--- config.mk ---
export PLATFORM = sky130hd
export DESIGN_NAME = top_k_heap_select_sort
export DESIGN_NICKNAME = d
export VERILOG_FILES = /design/src/rtl/tkh_pkg.sv /design/src/rtl/tkh_ram.sv /design/src/rtl/top_k_heap_select_sort.sv
export SDC_FILE = /design/constraint.sdc
export NUM_CORES = 2
export LEC_CHECK = 0
export BUFFER_PORTS_ARGS = -buffer_cell sky130_fd_sc_hd__buf_2
export CORE_ASPECT_RATIO = 0.8
export CORE_MARGIN = 4
export CORE_UTILIZATION = 68
export CTS_CLUSTER_DIAMETER = 30
export DETAILED_ROUTE_END_ITERATION = 6
export HOLD_SLACK_MARGIN = 0.15
export PLACE_DENSITY_LB_ADDON = 0.2
export RECOVER_POWER = 100
export SLEW_MARGIN = 0
export SYNTH_ARGS = -nofsm -noshare
export SYNTH_HDL_FRONTEND = slang
export SYNTH_HIERARCHICAL = 1
export SYNTH_SLANG_ARGS = --single-unit
--- constraint.sdc ---
create_clock -name aclk -period 23.7 [get_ports aclk]
set_clock_uncertainty 0.15 [all_clocks]
set_input_delay 2.37 -clock aclk [delete_from_list [all_inputs] [get_ports aclk]]
set_output_delay 2.37 -clock aclk [all_outputs]
set_load 0.005 [all_outputs]
--- src/rtl/tkh_pkg.sv ---
// Package for the top-k heap selector: types, constants and key compare.
// No dependencies.
`timescale 1ns / 1ps
package tkh_pkg;
    localparam int ENTRY_W = 88;
    localparam int KEEP_W = 5;
    localparam logic [KEEP_W-1:0] KEEP_RESET = 5'd12;
    localparam logic CMD_INSERT = 1'b0;
    localparam logic CMD_FLUSH = 1'b1;

    typedef enum logic [3:0] {
        ST_IDLE, ST_UP_RD, ST_UP_CMP, ST_DN_RD, ST_DN_RD2, ST_DN_CMP,
        ST_SORT_RD, ST_SORT_SWP, ST_EMIT_RD, ST_EMIT_OUT
    } state_t;

    // entry layout: id [15:0], height [23:16], name [87:24]
    typedef struct packed {
        logic [63:0] name;
        logic [7:0]  height;
        logic [15:0] id;
    } entry_t;

    // a strictly greater than b
    function automatic logic key_gt(entry_t a, entry_t b, logic [63:0] mask);
        if (a.height != b.height) return a.height > b.height;
        return (a.name & mask) > (b.name & mask);
    endfunction
endpackage

--- src/rtl/tkh_ram.sv ---
// Heap entry store: one synchronous memory, two read ports, one write port.
// Depends on tkh_pkg.
`timescale 1ns / 1ps
module tkh_ram import tkh_pkg::*; #(
    parameter int DEPTH = 16,
    parameter int AW = 4
) (
    input  logic          aclk,
    input  logic          we,
    input  logic [AW-1:0] waddr,
    input  entry_t        wdata,
    input  logic [AW-1:0] raddr_a,
    input  logic [AW-1:0] raddr_b,
    output entry_t        rdata_a,
    output entry_t        rdata_b
);
    entry_t mem [DEPTH];

    // write and registered reads
    always_ff @(posedge aclk) begin
        if (we) mem[waddr] <= wdata;
        rdata_a <= mem[raddr_a];
        rdata_b <= mem[raddr_b];
    end
endmodule

--- src/rtl/top_k_heap_select_sort.sv ---
// Top level of the top-k heap selector: sequencer around the heap memory.
// Depends on tkh_pkg and tkh_ram.
`timescale 1ns / 1ps
// channel   dir  beat
// s_axis    in   tdata {record_id, name_key, height}, tuser = cmd
// m_axis    out  tdata {out_name_key, out_height, out_id}, tuser = empty_res, tlast = last
// cfg       in   keep_count write
// An insert that appends climbs one level per ST_UP_RD, ST_UP_CMP pair; a
// replacement does the root check in ST_DN_RD, then sifts down one level per
// ST_DN_RD2, ST_DN_CMP pair.
// A flush heapsorts in place (n-1 root swaps, each with a sift-down) and then
// streams min(n, k) beats through ST_EMIT_RD and ST_EMIT_OUT while m_tready holds.
// Reset is synchronous and active low; the heap needs no clearing pass.
// A stalled result beat holds the sequencer; no new item is taken meanwhile.
module top_k_heap_select_sort import tkh_pkg::*; #(
    parameter int MAX_K = 16,
    parameter int NAME_BYTES = 8
) (
    input  logic         aclk,
    input  logic         aresetn,
    input  logic         s_tvalid,
    output logic         s_tready,
    input  logic [87:0]  s_tdata,   // height[7:0], name_key[71:8], record_id[87:72]
    input  logic         s_tuser,   // cmd
    output logic         m_tvalid,
    input  logic         m_tready,
    output logic [87:0]  m_tdata,   // out_id[15:0], out_height[23:16], out_name_key[87:24]
    output logic         m_tuser,   // empty_res
    output logic         m_tlast,   // last
    input  logic         cfg_valid,
    output logic         cfg_ready,
    input  logic [4:0]   cfg_data   // keep_count
);
    localparam int AW = (MAX_K > 1) ? $clog2(MAX_K) : 1;
    localparam int CW = $clog2(MAX_K + 1) + 1;
    localparam logic [63:0] NAME_MASK = ~64'd0 << (8 * (8 - NAME_BYTES));

    state_t state_reg, state_next;
    logic [KEEP_W-1:0] keep_reg;
    logic [CW-1:0] fill_reg, fill_next;
    logic [CW-1:0] size_reg, size_next;   // sift bound
    logic [CW-1:0] pos_reg, pos_next;     // 1-based hole index
    logic [CW-1:0] cnt_reg, cnt_next;     // emit counter
    logic [CW-1:0] num_reg, num_next;     // emit total
    logic          sorting_reg, sorting_next;
    entry_t cur_reg, cur_next;            // record being sifted
    logic [87:0] out_reg, out_next;
    logic out_empty_reg, out_empty_next;
    logic out_last_reg, out_last_next, out_v_reg, out_v_next;

    logic we;
    logic [AW-1:0] waddr, ra, rb;
    entry_t wdata, rda, rdb, inr, chd;
    logic [CW-1:0] keff, ra_n, rb_n, c_idx, ch_idx;
    logic s_fire, pick_r, dn_swap, up_swap, root_gt, last_beat;
    state_t done_st;

    tkh_ram #(.DEPTH(MAX_K), .AW(AW)) u_ram (
        .aclk(aclk), .we(we), .waddr(waddr), .wdata(wdata),
        .raddr_a(ra), .raddr_b(rb), .rdata_a(rda), .rdata_b(rdb)
    );

    // effective k
    always_comb begin
        keff = CW'(keep_reg);
        if (keep_reg == '0) keff = CW'(1);
        if (CW'(keep_reg) > CW'(MAX_K)) keff = CW'(MAX_K);
    end

    assign s_tready = (state_reg == ST_IDLE) && !out_v_reg;
    assign cfg_ready = 1'b1;
    assign m_tvalid = out_v_reg;
    assign m_tdata = out_reg;
    assign m_tuser = out_empty_reg;
    assign m_tlast = out_last_reg;
    assign ra = AW'(ra_n - CW'(1));
    assign rb = AW'(rb_n - CW'(1));

    // shared compares: children of the hole, parent of the climber, root check
    assign s_fire = s_tvalid && s_tready;
    assign inr = '{name: s_tdata[71:8], height: s_tdata[7:0], id: s_tdata[87:72]};
    assign c_idx = pos_reg << 1;
    assign pick_r = ((c_idx + CW'(1)) <= size_reg) && key_gt(rdb, rda, NAME_MASK);
    assign ch_idx = pick_r ? c_idx + CW'(1) : c_idx;
    assign chd = pick_r ? rdb : rda;
    assign dn_swap = key_gt(chd, cur_reg, NAME_MASK);
    assign up_swap = key_gt(cur_reg, rda, NAME_MASK);
    assign root_gt = key_gt(rda, cur_reg, NAME_MASK);
    assign last_beat = (cnt_reg + CW'(1)) == num_reg;
    assign done_st = !sorting_reg ? ST_IDLE :
                     (size_reg > CW'(1)) ? ST_SORT_RD : ST_EMIT_RD;

    // next state
    always_comb begin
        state_next = state_reg;
        unique case (state_reg)
            ST_IDLE: begin
                if (s_fire) begin
                    if (s_tuser == CMD_FLUSH) begin
                        if (fill_reg > CW'(1)) state_next = ST_SORT_RD;
                        else if (fill_reg == CW'(1)) state_next = ST_EMIT_RD;
                    end else if (fill_reg < keff) state_next = ST_UP_RD;
                    else state_next = ST_DN_RD;
                end
            end
            ST_UP_RD: state_next = (pos_reg == CW'(1)) ? ST_IDLE : ST_UP_CMP;
            ST_UP_CMP: state_next = up_swap ? ST_UP_RD : ST_IDLE;
            ST_DN_RD: state_next = root_gt ? ST_DN_RD2 : ST_IDLE;
            ST_DN_RD2: state_next = (c_idx > size_reg) ? done_st : ST_DN_CMP;
            ST_DN_CMP: state_next = dn_swap ? ST_DN_RD2 : done_st;
            ST_SORT_RD: state_next = ST_SORT_SWP;
            ST_SORT_SWP: state_next = ST_DN_RD2;
            ST_EMIT_RD: state_next = ST_EMIT_OUT;
            ST_EMIT_OUT: begin
                if (!out_v_reg || m_tready) state_next = last_beat ? ST_IDLE : ST_EMIT_RD;
            end
            default: state_next = ST_IDLE;
        endcase
    end

    // datapath and memory control
    always_comb begin
        fill_next = fill_reg; size_next = size_reg; pos_next = pos_reg;
        cnt_next = cnt_reg; num_next = num_reg; sorting_next = sorting_reg;
        cur_next = cur_reg; out_next = out_reg; out_empty_next = out_empty_reg;
        out_last_next = out_last_reg;
        out_v_next = out_v_reg && !m_tready;
        we = 1'b0; waddr = AW'(pos_reg - CW'(1)); wdata = cur_reg;
        ra_n = CW'(1); rb_n = CW'(1);
        unique case (state_reg)
            ST_IDLE: begin
                // root is read every idle cycle for the replacement check
                if (s_fire) begin
                    cur_next = inr;
                    if (s_tuser == CMD_FLUSH) begin
                        cnt_next = '0;
                        num_next = (fill_reg < keff) ? fill_reg : keff;
                        size_next = fill_reg;
                        sorting_next = 1'b1;
                        if (fill_reg == '0) begin
                            out_next = '0; out_empty_next = 1'b1;
                            out_last_next = 1'b1; out_v_next = 1'b1;
                        end
                    end else if (fill_reg < keff) begin
                        fill_next = fill_reg + CW'(1);
                        pos_next = fill_reg + CW'(1);
                    end else begin
                        size_next = fill_reg; pos_next = CW'(1); sorting_next = 1'b0;
                    end
                end
            end
            ST_UP_RD: begin
                // at the root the climber lands; otherwise fetch its parent
                ra_n = pos_reg >> 1;
                if (pos_reg == CW'(1)) we = 1'b1;
            end
            ST_UP_CMP: begin
                // parent moves down into the hole, or the climber lands
                we = 1'b1;
                if (up_swap) begin
                    wdata = rda; pos_next = pos_reg >> 1;
                end
            end
            ST_DN_RD: begin
            end
            ST_DN_RD2: begin
                // leaf hole takes the record; otherwise fetch both children
                ra_n = c_idx; rb_n = c_idx + CW'(1);
                if (c_idx > size_reg) we = 1'b1;
            end
            ST_DN_CMP: begin
                // larger child moves up into the hole, or the record lands
                we = 1'b1;
                if (dn_swap) begin
                    wdata = chd; pos_next = ch_idx;
                end
            end
            ST_SORT_RD: begin
                ra_n = CW'(1); rb_n = size_reg;
            end
            ST_SORT_SWP: begin
                // root to slot size, last element sifts from root
                we = 1'b1; waddr = AW'(size_reg - CW'(1)); wdata = rda;
                cur_next = rdb; size_next = size_reg - CW'(1); pos_next = CW'(1);
            end
            ST_EMIT_RD: ra_n = cnt_reg + CW'(1);
            ST_EMIT_OUT: begin
                ra_n = cnt_reg + CW'(1);
                if (!out_v_reg || m_tready) begin
                    out_next = {rda.name, rda.height, rda.id};
                    out_empty_next = 1'b0;
                    out_last_next = last_beat;
                    out_v_next = 1'b1;
                    cnt_next = cnt_reg + CW'(1);
                    if (last_beat) fill_next = '0;
                end
            end
            default: ;
        endcase
    end

    // registers
    always_ff @(posedge aclk) begin
        if (!aresetn) begin
            state_reg <= ST_IDLE; keep_reg <= KEEP_RESET; fill_reg <= '0;
            out_v_reg <= 1'b0;
        end else begin
            state_reg <= state_next; fill_reg <= fill_next;
            out_v_reg <= out_v_next;
            if (cfg_valid && cfg_ready) keep_reg <= cfg_data;
        end
        size_reg <= size_next; pos_reg <= pos_next; cnt_reg <= cnt_next;
        num_reg <= num_next; sorting_reg <= sorting_next; cur_reg <= cur_next;
        out_reg <= out_next; out_empty_reg <= out_empty_next;
        out_last_reg <= out_last_next;
    end
endmodule

Yosys cells after proc, flatten, opt, wreduce, memory -nomap -nowiden
Memory sizes are Yosys's and may differ from the RTL's. A register that Yosys moved wholly into a read port is not among the register bits. Index checks and enable logic that the tools add are counted.

Bits in registers: 219. Latch bits: 0. Memory bits (writable): 1408. ROM bits: 0. Input bits: 99. Output and inout bits: 93. Logic and storage cells: 172. Memories: 1.

$add $sub $neg: 7. Multiply operators: 0. Div/mod/pow operators: 0. Order comparisons: 14. Eq/ne operators: 28. Shifts and indexed selects: 0. Multiplexer cells: 83. Bitwise operators: 0. Reduce and logical (&&, ||, !) cells: 24.

Memory list: u_ram.mem (depth 16, width 88, read ports 2, clocked after Yosys merged registers in 2, wr ports 1, line tkh_ram.sv:17) `entry_t mem [DEPTH];`.

Operators by type and width (count): $mux W88 (8); $pmux W88 S2 (2); $pmux W88 S3 (1); $gt A64 B64 Y1 (4); $mux W6 (18); $mux W4 (11); $pmux W4 S10 (1); $pmux W6 S2 (3); $gt A8 B8 Y1 (4); $ne A8 B8 Y1 (4); $mux W1 (27); $pmux W6 S4 (1); $add A6 B1 Y6 const B (3); $eq A4 B3 Y1 const B (4); $ne A2 B2 Y1 const B (8); $eq A6 B1 Y1 const B (2); $gt A6 B1 Y1 const B (2); $pmux W4 S3 (1); $reduce_and A3 Y1 (4); $sub A4 B1 Y4 const B (3); $mux W5 (2); $reduce_and A5 Y1 (2); $eq A4 B2 Y1 const B (2); $eq A4 B4 Y1 const B (2); other kinds (28) (37).

Logic depth before layout (Yosys ltp)
Depth after elaboration: 10. Mapped depth: 22. Mapped depth without buffers: 17.

Hierarchy
Netlist, hierarchy kept.

By module, submodules not included: tkh_ram (instances 1, cells an instance 3081, area each 66263.6 µm², seq. area each 45803.9 µm²); top_k_heap_select_sort (instances 1, cells an instance 1926, area each 17468.0 µm², seq. area each 6416.2 µm²).

Worst setup path after synthesis
OpenSTA, ideal clock, no wires.

Path type: register to register. Start: reg pos_reg[3]. End: mem u_ram/mem[0][0] (netlist bit) (enable). Data arrival time: 8.202 ns. Data required time: 22.908 ns. Path slack: 14.706 ns. Stages on the path, launching flop included: 10. Path buffers: 0. Cell sequence: edfxtp_1 > ha_1 > and4_1 > a21oi_1 > a31oi_1 > a22oi_1 > o21a_1 > nor2_1 > or3b_2 > nor3_1.

Cells in the longest elaborated chain, start to end: 5. Elaborated cells on any way between the ends: 9. Classes of those cells: add/sub: 1; order compare: 1; eq/ne: 1; mux: 6.

Ends and longest elaborated chain: start: declaration (line top_k_heap_select_sort.sv:42) `logic [CW-1:0] pos_reg, pos_next;`; start signal: assignment (line top_k_heap_select_sort.sv:212) `size_reg <= size_next; pos_reg <= pos_next; cnt_reg <= cnt_next;`; $gt A6 B6 Y1 / $eq A6 B1 Y1 (equally long branches) (line top_k_heap_select_sort.sv:169, top_k_heap_select_sort.sv:155); $mux W1, on equally long branches (line top_k_heap_select_sort.sv:169, top_k_heap_select_sort.sv:155); $pmux W1 S3 * (line top_k_heap_select_sort.sv:130) `unique case (state_reg)`; named net we (line top_k_heap_select_sort.sv:51) `logic we;`; $mux W1 * (line tkh_ram.sv:21) `if (we) mem[waddr] <= wdata;`; $mux W1 (not written as such) * (line tkh_ram.sv:21); end: declaration (line tkh_ram.sv:17).

Mark *: on every way through the listed nets, which the timed path passes. The rest lies on a longest branch.

Final worst setup path
Start: reg state_reg[0]. End: reg, netlist name u_ram/rdata_a[59].

Cells in the longest elaborated chain, start to end: 4. Elaborated cells on any way between the ends: 7. Classes of those cells: add/sub: 1; eq/ne: 4; mux: 1; reduce/logical: 1.

Ends and longest elaborated chain: start: declaration (line top_k_heap_select_sort.sv:38) `state_t state_reg, state_next;`; start signal: assignment (line top_k_heap_select_sort.sv:208) `state_reg <= state_next; fill_reg <= fill_next;`; $eq A4 B4 Y1 (line top_k_heap_select_sort.sv:130); $reduce_or A2 Y1 (no source line); $pmux W4 S3 * (line top_k_heap_select_sort.sv:130); $sub A4 B1 Y4 * (line top_k_heap_select_sort.sv:76) `assign ra = AW'(ra_n - CW'(1));`; named net ra[0] (line top_k_heap_select_sort.sv:52) `logic [AW-1:0] waddr, ra, rb;`.

Marked as above. A chain may end at the register's enable or synchronous reset.

==> impl_metrics.py <==
metrics = {
    "worst_setup_path": {
        "arrival_ps": 16030,
        "crit_family": "buffers and inverters",
        "path_cells": "nor2b_1 -> a22oi_1 -> o21a_1 -> nor2_1 -> clkbuf_1 -> o211ai_1 -> xnor2_1 -> nor2b_4 -> clkbuf_1 -> clkbuf_1 -> a22oi_1 -> nand2_1",
        "r2r_end": "u_ram/rdata_a[59]",
        "rrSetupSlack_ps": 8320,
        "slowest_delay_ps": 3710,
        "crit_path_start_kind": "flop",
        "r2r_cells": 12,
        "crit_top_cell": "clkbuf_1",
        "path_class": "flop to flop",
        "worst_setup_path_end_kind": "flop",
        "cp_max_fo": 48,
        "reg2reg_from": "state_reg[0]",
        "cp_slowest_cell": "clkbuf_1",
        "critical_path_required_ps": 24360,
        "critPathBufInv": 3,
    },
    "power_and_ir_drop": {
        "power_leakage_nw": 32.3,
        "combPwrFrac": 0.281,
        "power_w": 0.0118,
        "internal-power_w": 0.00795,
        "pwr-share-clk": 0.363,
        "switchingPower_w": 0.00384,
        "p_sw_frac": 0.325,
        "power_density_mw_per_mm2": 123,
        "max-vdd-ir-drop_uv": 143,
        "p_seq_frac": 0.357,
    },
    "synth": {
        "seq_area_frac_synth": 0.624,
        "synthTopCellsByArea": "edfxtp_1, mux4_2, dfxtp_1, ha_1, a22oi_1",
        "synth_fp_nets": 5343,
        "ys_types": 76,
        "yosysTopAreaCell": "edfxtp_1",
        "syn_area_per_cell_um2": 16.7,
        "synth_top_area_share": 0.578,
        "synth_edf_count": 1611,
        "ys_ff_latch": 1803,
        "synthCells": 5007,
        "yosysWarnings": 6,
        "synthesis.area_mm2": 0.0837,
        "synthFlopType": "edfxtp_1",
        "synth-async-reset-ratio": 0,
    },
    "hold_path": {
        "min_path_cells": 2,
        "whs_endpoint": "cur_reg[2]",
        "hold_path_class": "flop to flop",
        "hp-start": "u_ram/rdata_b[2]",
    },
    "die": {
        "core-area_mm2": 0.122,
        "start_util": 0.689,
        "fp.dieW_um": 400,
        "die-area_mm2": 0.129,
        "dieHeight_um": 322,
        "rows": 114,
        "num_io_pins": 192,
    },
    "detailed_routing": {
        "wirelength_um": 262000,
        "initialDrtViolationCount": 9215,
        "drc": 1,
        "wire_per_inst_um": 36.9,
        "vias": 54500,
        "dr.pass1.iters": 7,
        "ant_nets": 0,
        "viasPerCell": 7.66,
    },
    "cts": {
        "postCtsHoldBufs": 0,
        "insertion_delay_ps": 910,
        "tritoncts": "yes",
        "clockBufferDepth": 4,
        "numCtsBuffers": 293,
        "h-tree-depth": 5,
        "cts_root_buf": "clkbuf_16",
        "cts_resized": 0,
        "clkTransAtPathRegs_ps": 60,
        "cts_setup_buffers": 0,
        "cts_sinks": 1803,
    },
    "finish": {
        "drive_gt1_frac": 0.261,
        "fin_area_mm2": 0.0955,
        "fin_cells": 7111,
        "regMostFlops": "u_ram/mem",
        "nFillCells": 6273,
        "finalNetCount": 5601,
        "multi_input_area_mm2": 0.0293,
        "largest_reg_flops": 1408,
        "area_growth_pct": 14.1,
        "final_core_util": 0.786,
        "ff_latch_area_mm2": 0.0522,
    },
    "timing": {
        "slew_violations": 2349,
        "fmax_mhz": 65.0,
        "tns_ps": 0,
        "worst_pin_slew_ps": 9430,
        "rsz0062_at_grt": "no",
        "setup_viol_count_final": 0,
        "period_needed_ps": 15380,
        "hold_viol_final": 0,
        "slew_headroom": -5.28,
        "fin_crit_sh": 0.649,
    },
    "global_routing": {
        "grt_pass1_vias": 56200,
        "grt_max_degree": 138,
        "grt_pass1_wl_um": 381000,
        "top_usage_layer": "met2",
        "grt.total_usage": 0.409,
        "grtUsageMet2": 0.614,
        "antenna_found_initial": 9,
        "grt_use_met1": 0.538,
        "overflow": 0,
        "global_route.usage.met3": 0.124,
    },
    "placement": {
        "portBuffers": 190,
        "placed_area_mm2": 0.0861,
        "dp_hpwl_um": 136000,
        "dp_cells": 6594,
        "gp_congestion": 0.935,
    },
    "status": {
        "status": "finished with violations",
        "violations": "design-rule violations, max-capacitance violations, max-slew violations",
    },
    "job": {
        "drv_cap": 63,
    },
}
[power by group through the flow]
stage	clock (W)	sequential, W	combinational, W
floorplan	0	0.00418	0.00216
global placement	0	0.00420	0.00307
detailed placement	0	0.00422	0.00312
CTS	0.00428	0.00417	0.00322
global route	0.00446	0.00422	0.00348
finish	0.00427	0.00420	0.00331
[metal layers]
layer,up-vias,wire [µm],part of all wire
met4,6,18600,0.071
met5,-,41,0.00016
met2,5347,119000,0.45
li1,21000,-,-
met3,1229,40300,0.15
met1,26900,84400,0.32
[tightest hold or removal path: stages, from the launching register on]
cell	delay, ps
dfxtp_1	320
nand2_1	60
nand2_1	50
[synthesized netlist by cell type (all sizes together), types with 17 or more instances]
cell type  count
o221ai        36
nand3         39
a21oi         99
a22oi        363
ha           237
nor2b         23
nand4         42
nand2        550
nor3          23
a21o          17
clkbuf       141
a221o         54
nor2         167
mux2          71
edfxtp      1611
buf          174
o21ai         43
inv          199
and2          58
mux4         704
dfxtp        192
[layout by cell type, fill, tap and decap left out, types with 8 or more instances in the layout]
| cell | count |
|---|---|
| edfxtp_1 | 1611 |
| mux4_2 | 704 |
| nand2_1 | 550 |
| a22oi_1 | 363 |
| clkbuf_16 | 303 |
| ha_1 | 237 |
| inv_1 | 196 |
| dfxtp_1 | 192 |
| nor2_1 | 162 |
| clkbuf_1 | 146 |
| buf_2 | 113 |
| a21oi_1 | 98 |
| mux2_2 | 67 |
| and2_1 | 55 |
| a221o_1 | 54 |
| o21ai_0 | 43 |
| inv_6 | 42 |
| nand4_1 | 41 |
| nand3_1 | 39 |
| o221ai_1 | 36 |
| clkinvlp_4 | 35 |
| buf_4 | 35 |
| bufinv_16 | 29 |
| clkinv_2 | 27 |
| clkinv_4 | 24 |
| nor3_1 | 21 |
| nor2b_1 | 19 |
| a21o_1 | 16 |
| mux2i_1 | 15 |
| nor4_1 | 14 |
| xnor2_1 | 13 |
| clkinv_1 | 13 |
| inv_8 | 11 |
| nand2b_1 | 9 |
| xor2_1 | 9 |
| a211oi_1 | 8 |
| o211ai_1 | 8 |
[cells by family (layout without fill, tap and decap cells)]
| kind of cell | after synthesis | count (layout) | share of synthesized area |
|---|---|---|---|
| DFF | 1803 | 1803 | 0.624 |
| AOI/OAI and AO/OA | 688 | 688 | 0.0607 |
| muxes | 790 | 790 | 0.201 |
| adders and majority gates | 237 | 237 | 0.0354 |
| other | 2 | 5 | 0.0000897 |
| xor gates and xnor gates | 22 | 22 | 0.00230 |
| and+or+nand+nor | 951 | 951 | 0.0494 |
| buffers and inverters | 514 | 991 | 0.0277 |
[worst max path at each step]
stage	from	endpoint	slack [ps]	cells after the start
after detailed placement	u_ram/rdata_a[62]	u_ram/mem[5][10]	14540	19
after CTS	u_ram/rdata_a[57]	u_ram/mem[11][83]	14390	19
after global routing	state_reg[0]	u_ram/rdata_a[59]	8100	12
final	state_reg[0]	u_ram/rdata_a[59]	8320	12
after global placement	u_ram/rdata_a[62]	u_ram/mem[5][10]	14610	19
after floorplan	pos_reg[3]	u_ram/mem[0][0]	14710	9
[cell type report]
cell class / instances / area share
Antenna cell: 3 / 0.0000786
Clock buffer: 329 / 0.0810
Clock inverter: 185 / 0.0219
Inverter: 199 / 0.00799
Multi-Input combinational cell: 2690 / 0.307
Sequential cell: 1803 / 0.547
Tap cell: 1624 / 0.0213
Timing Repair Buffer: 278 / 0.0143
[metrics by stage]
| step | setup slack (ps) | hold WS, ps |
|---|---|---|
| 5_1_grt | 8100 | 410 |
| 3_3_place_gp | 14610 | 352 |
| 3_5_place_dp | 14540 | 355 |
| 6_report | 8320 | 382 |
| 4_1_cts | 14390 | 387 |
| 2_1_floorplan | 14710 | 315 |
(Power assumes the default switching activity.)
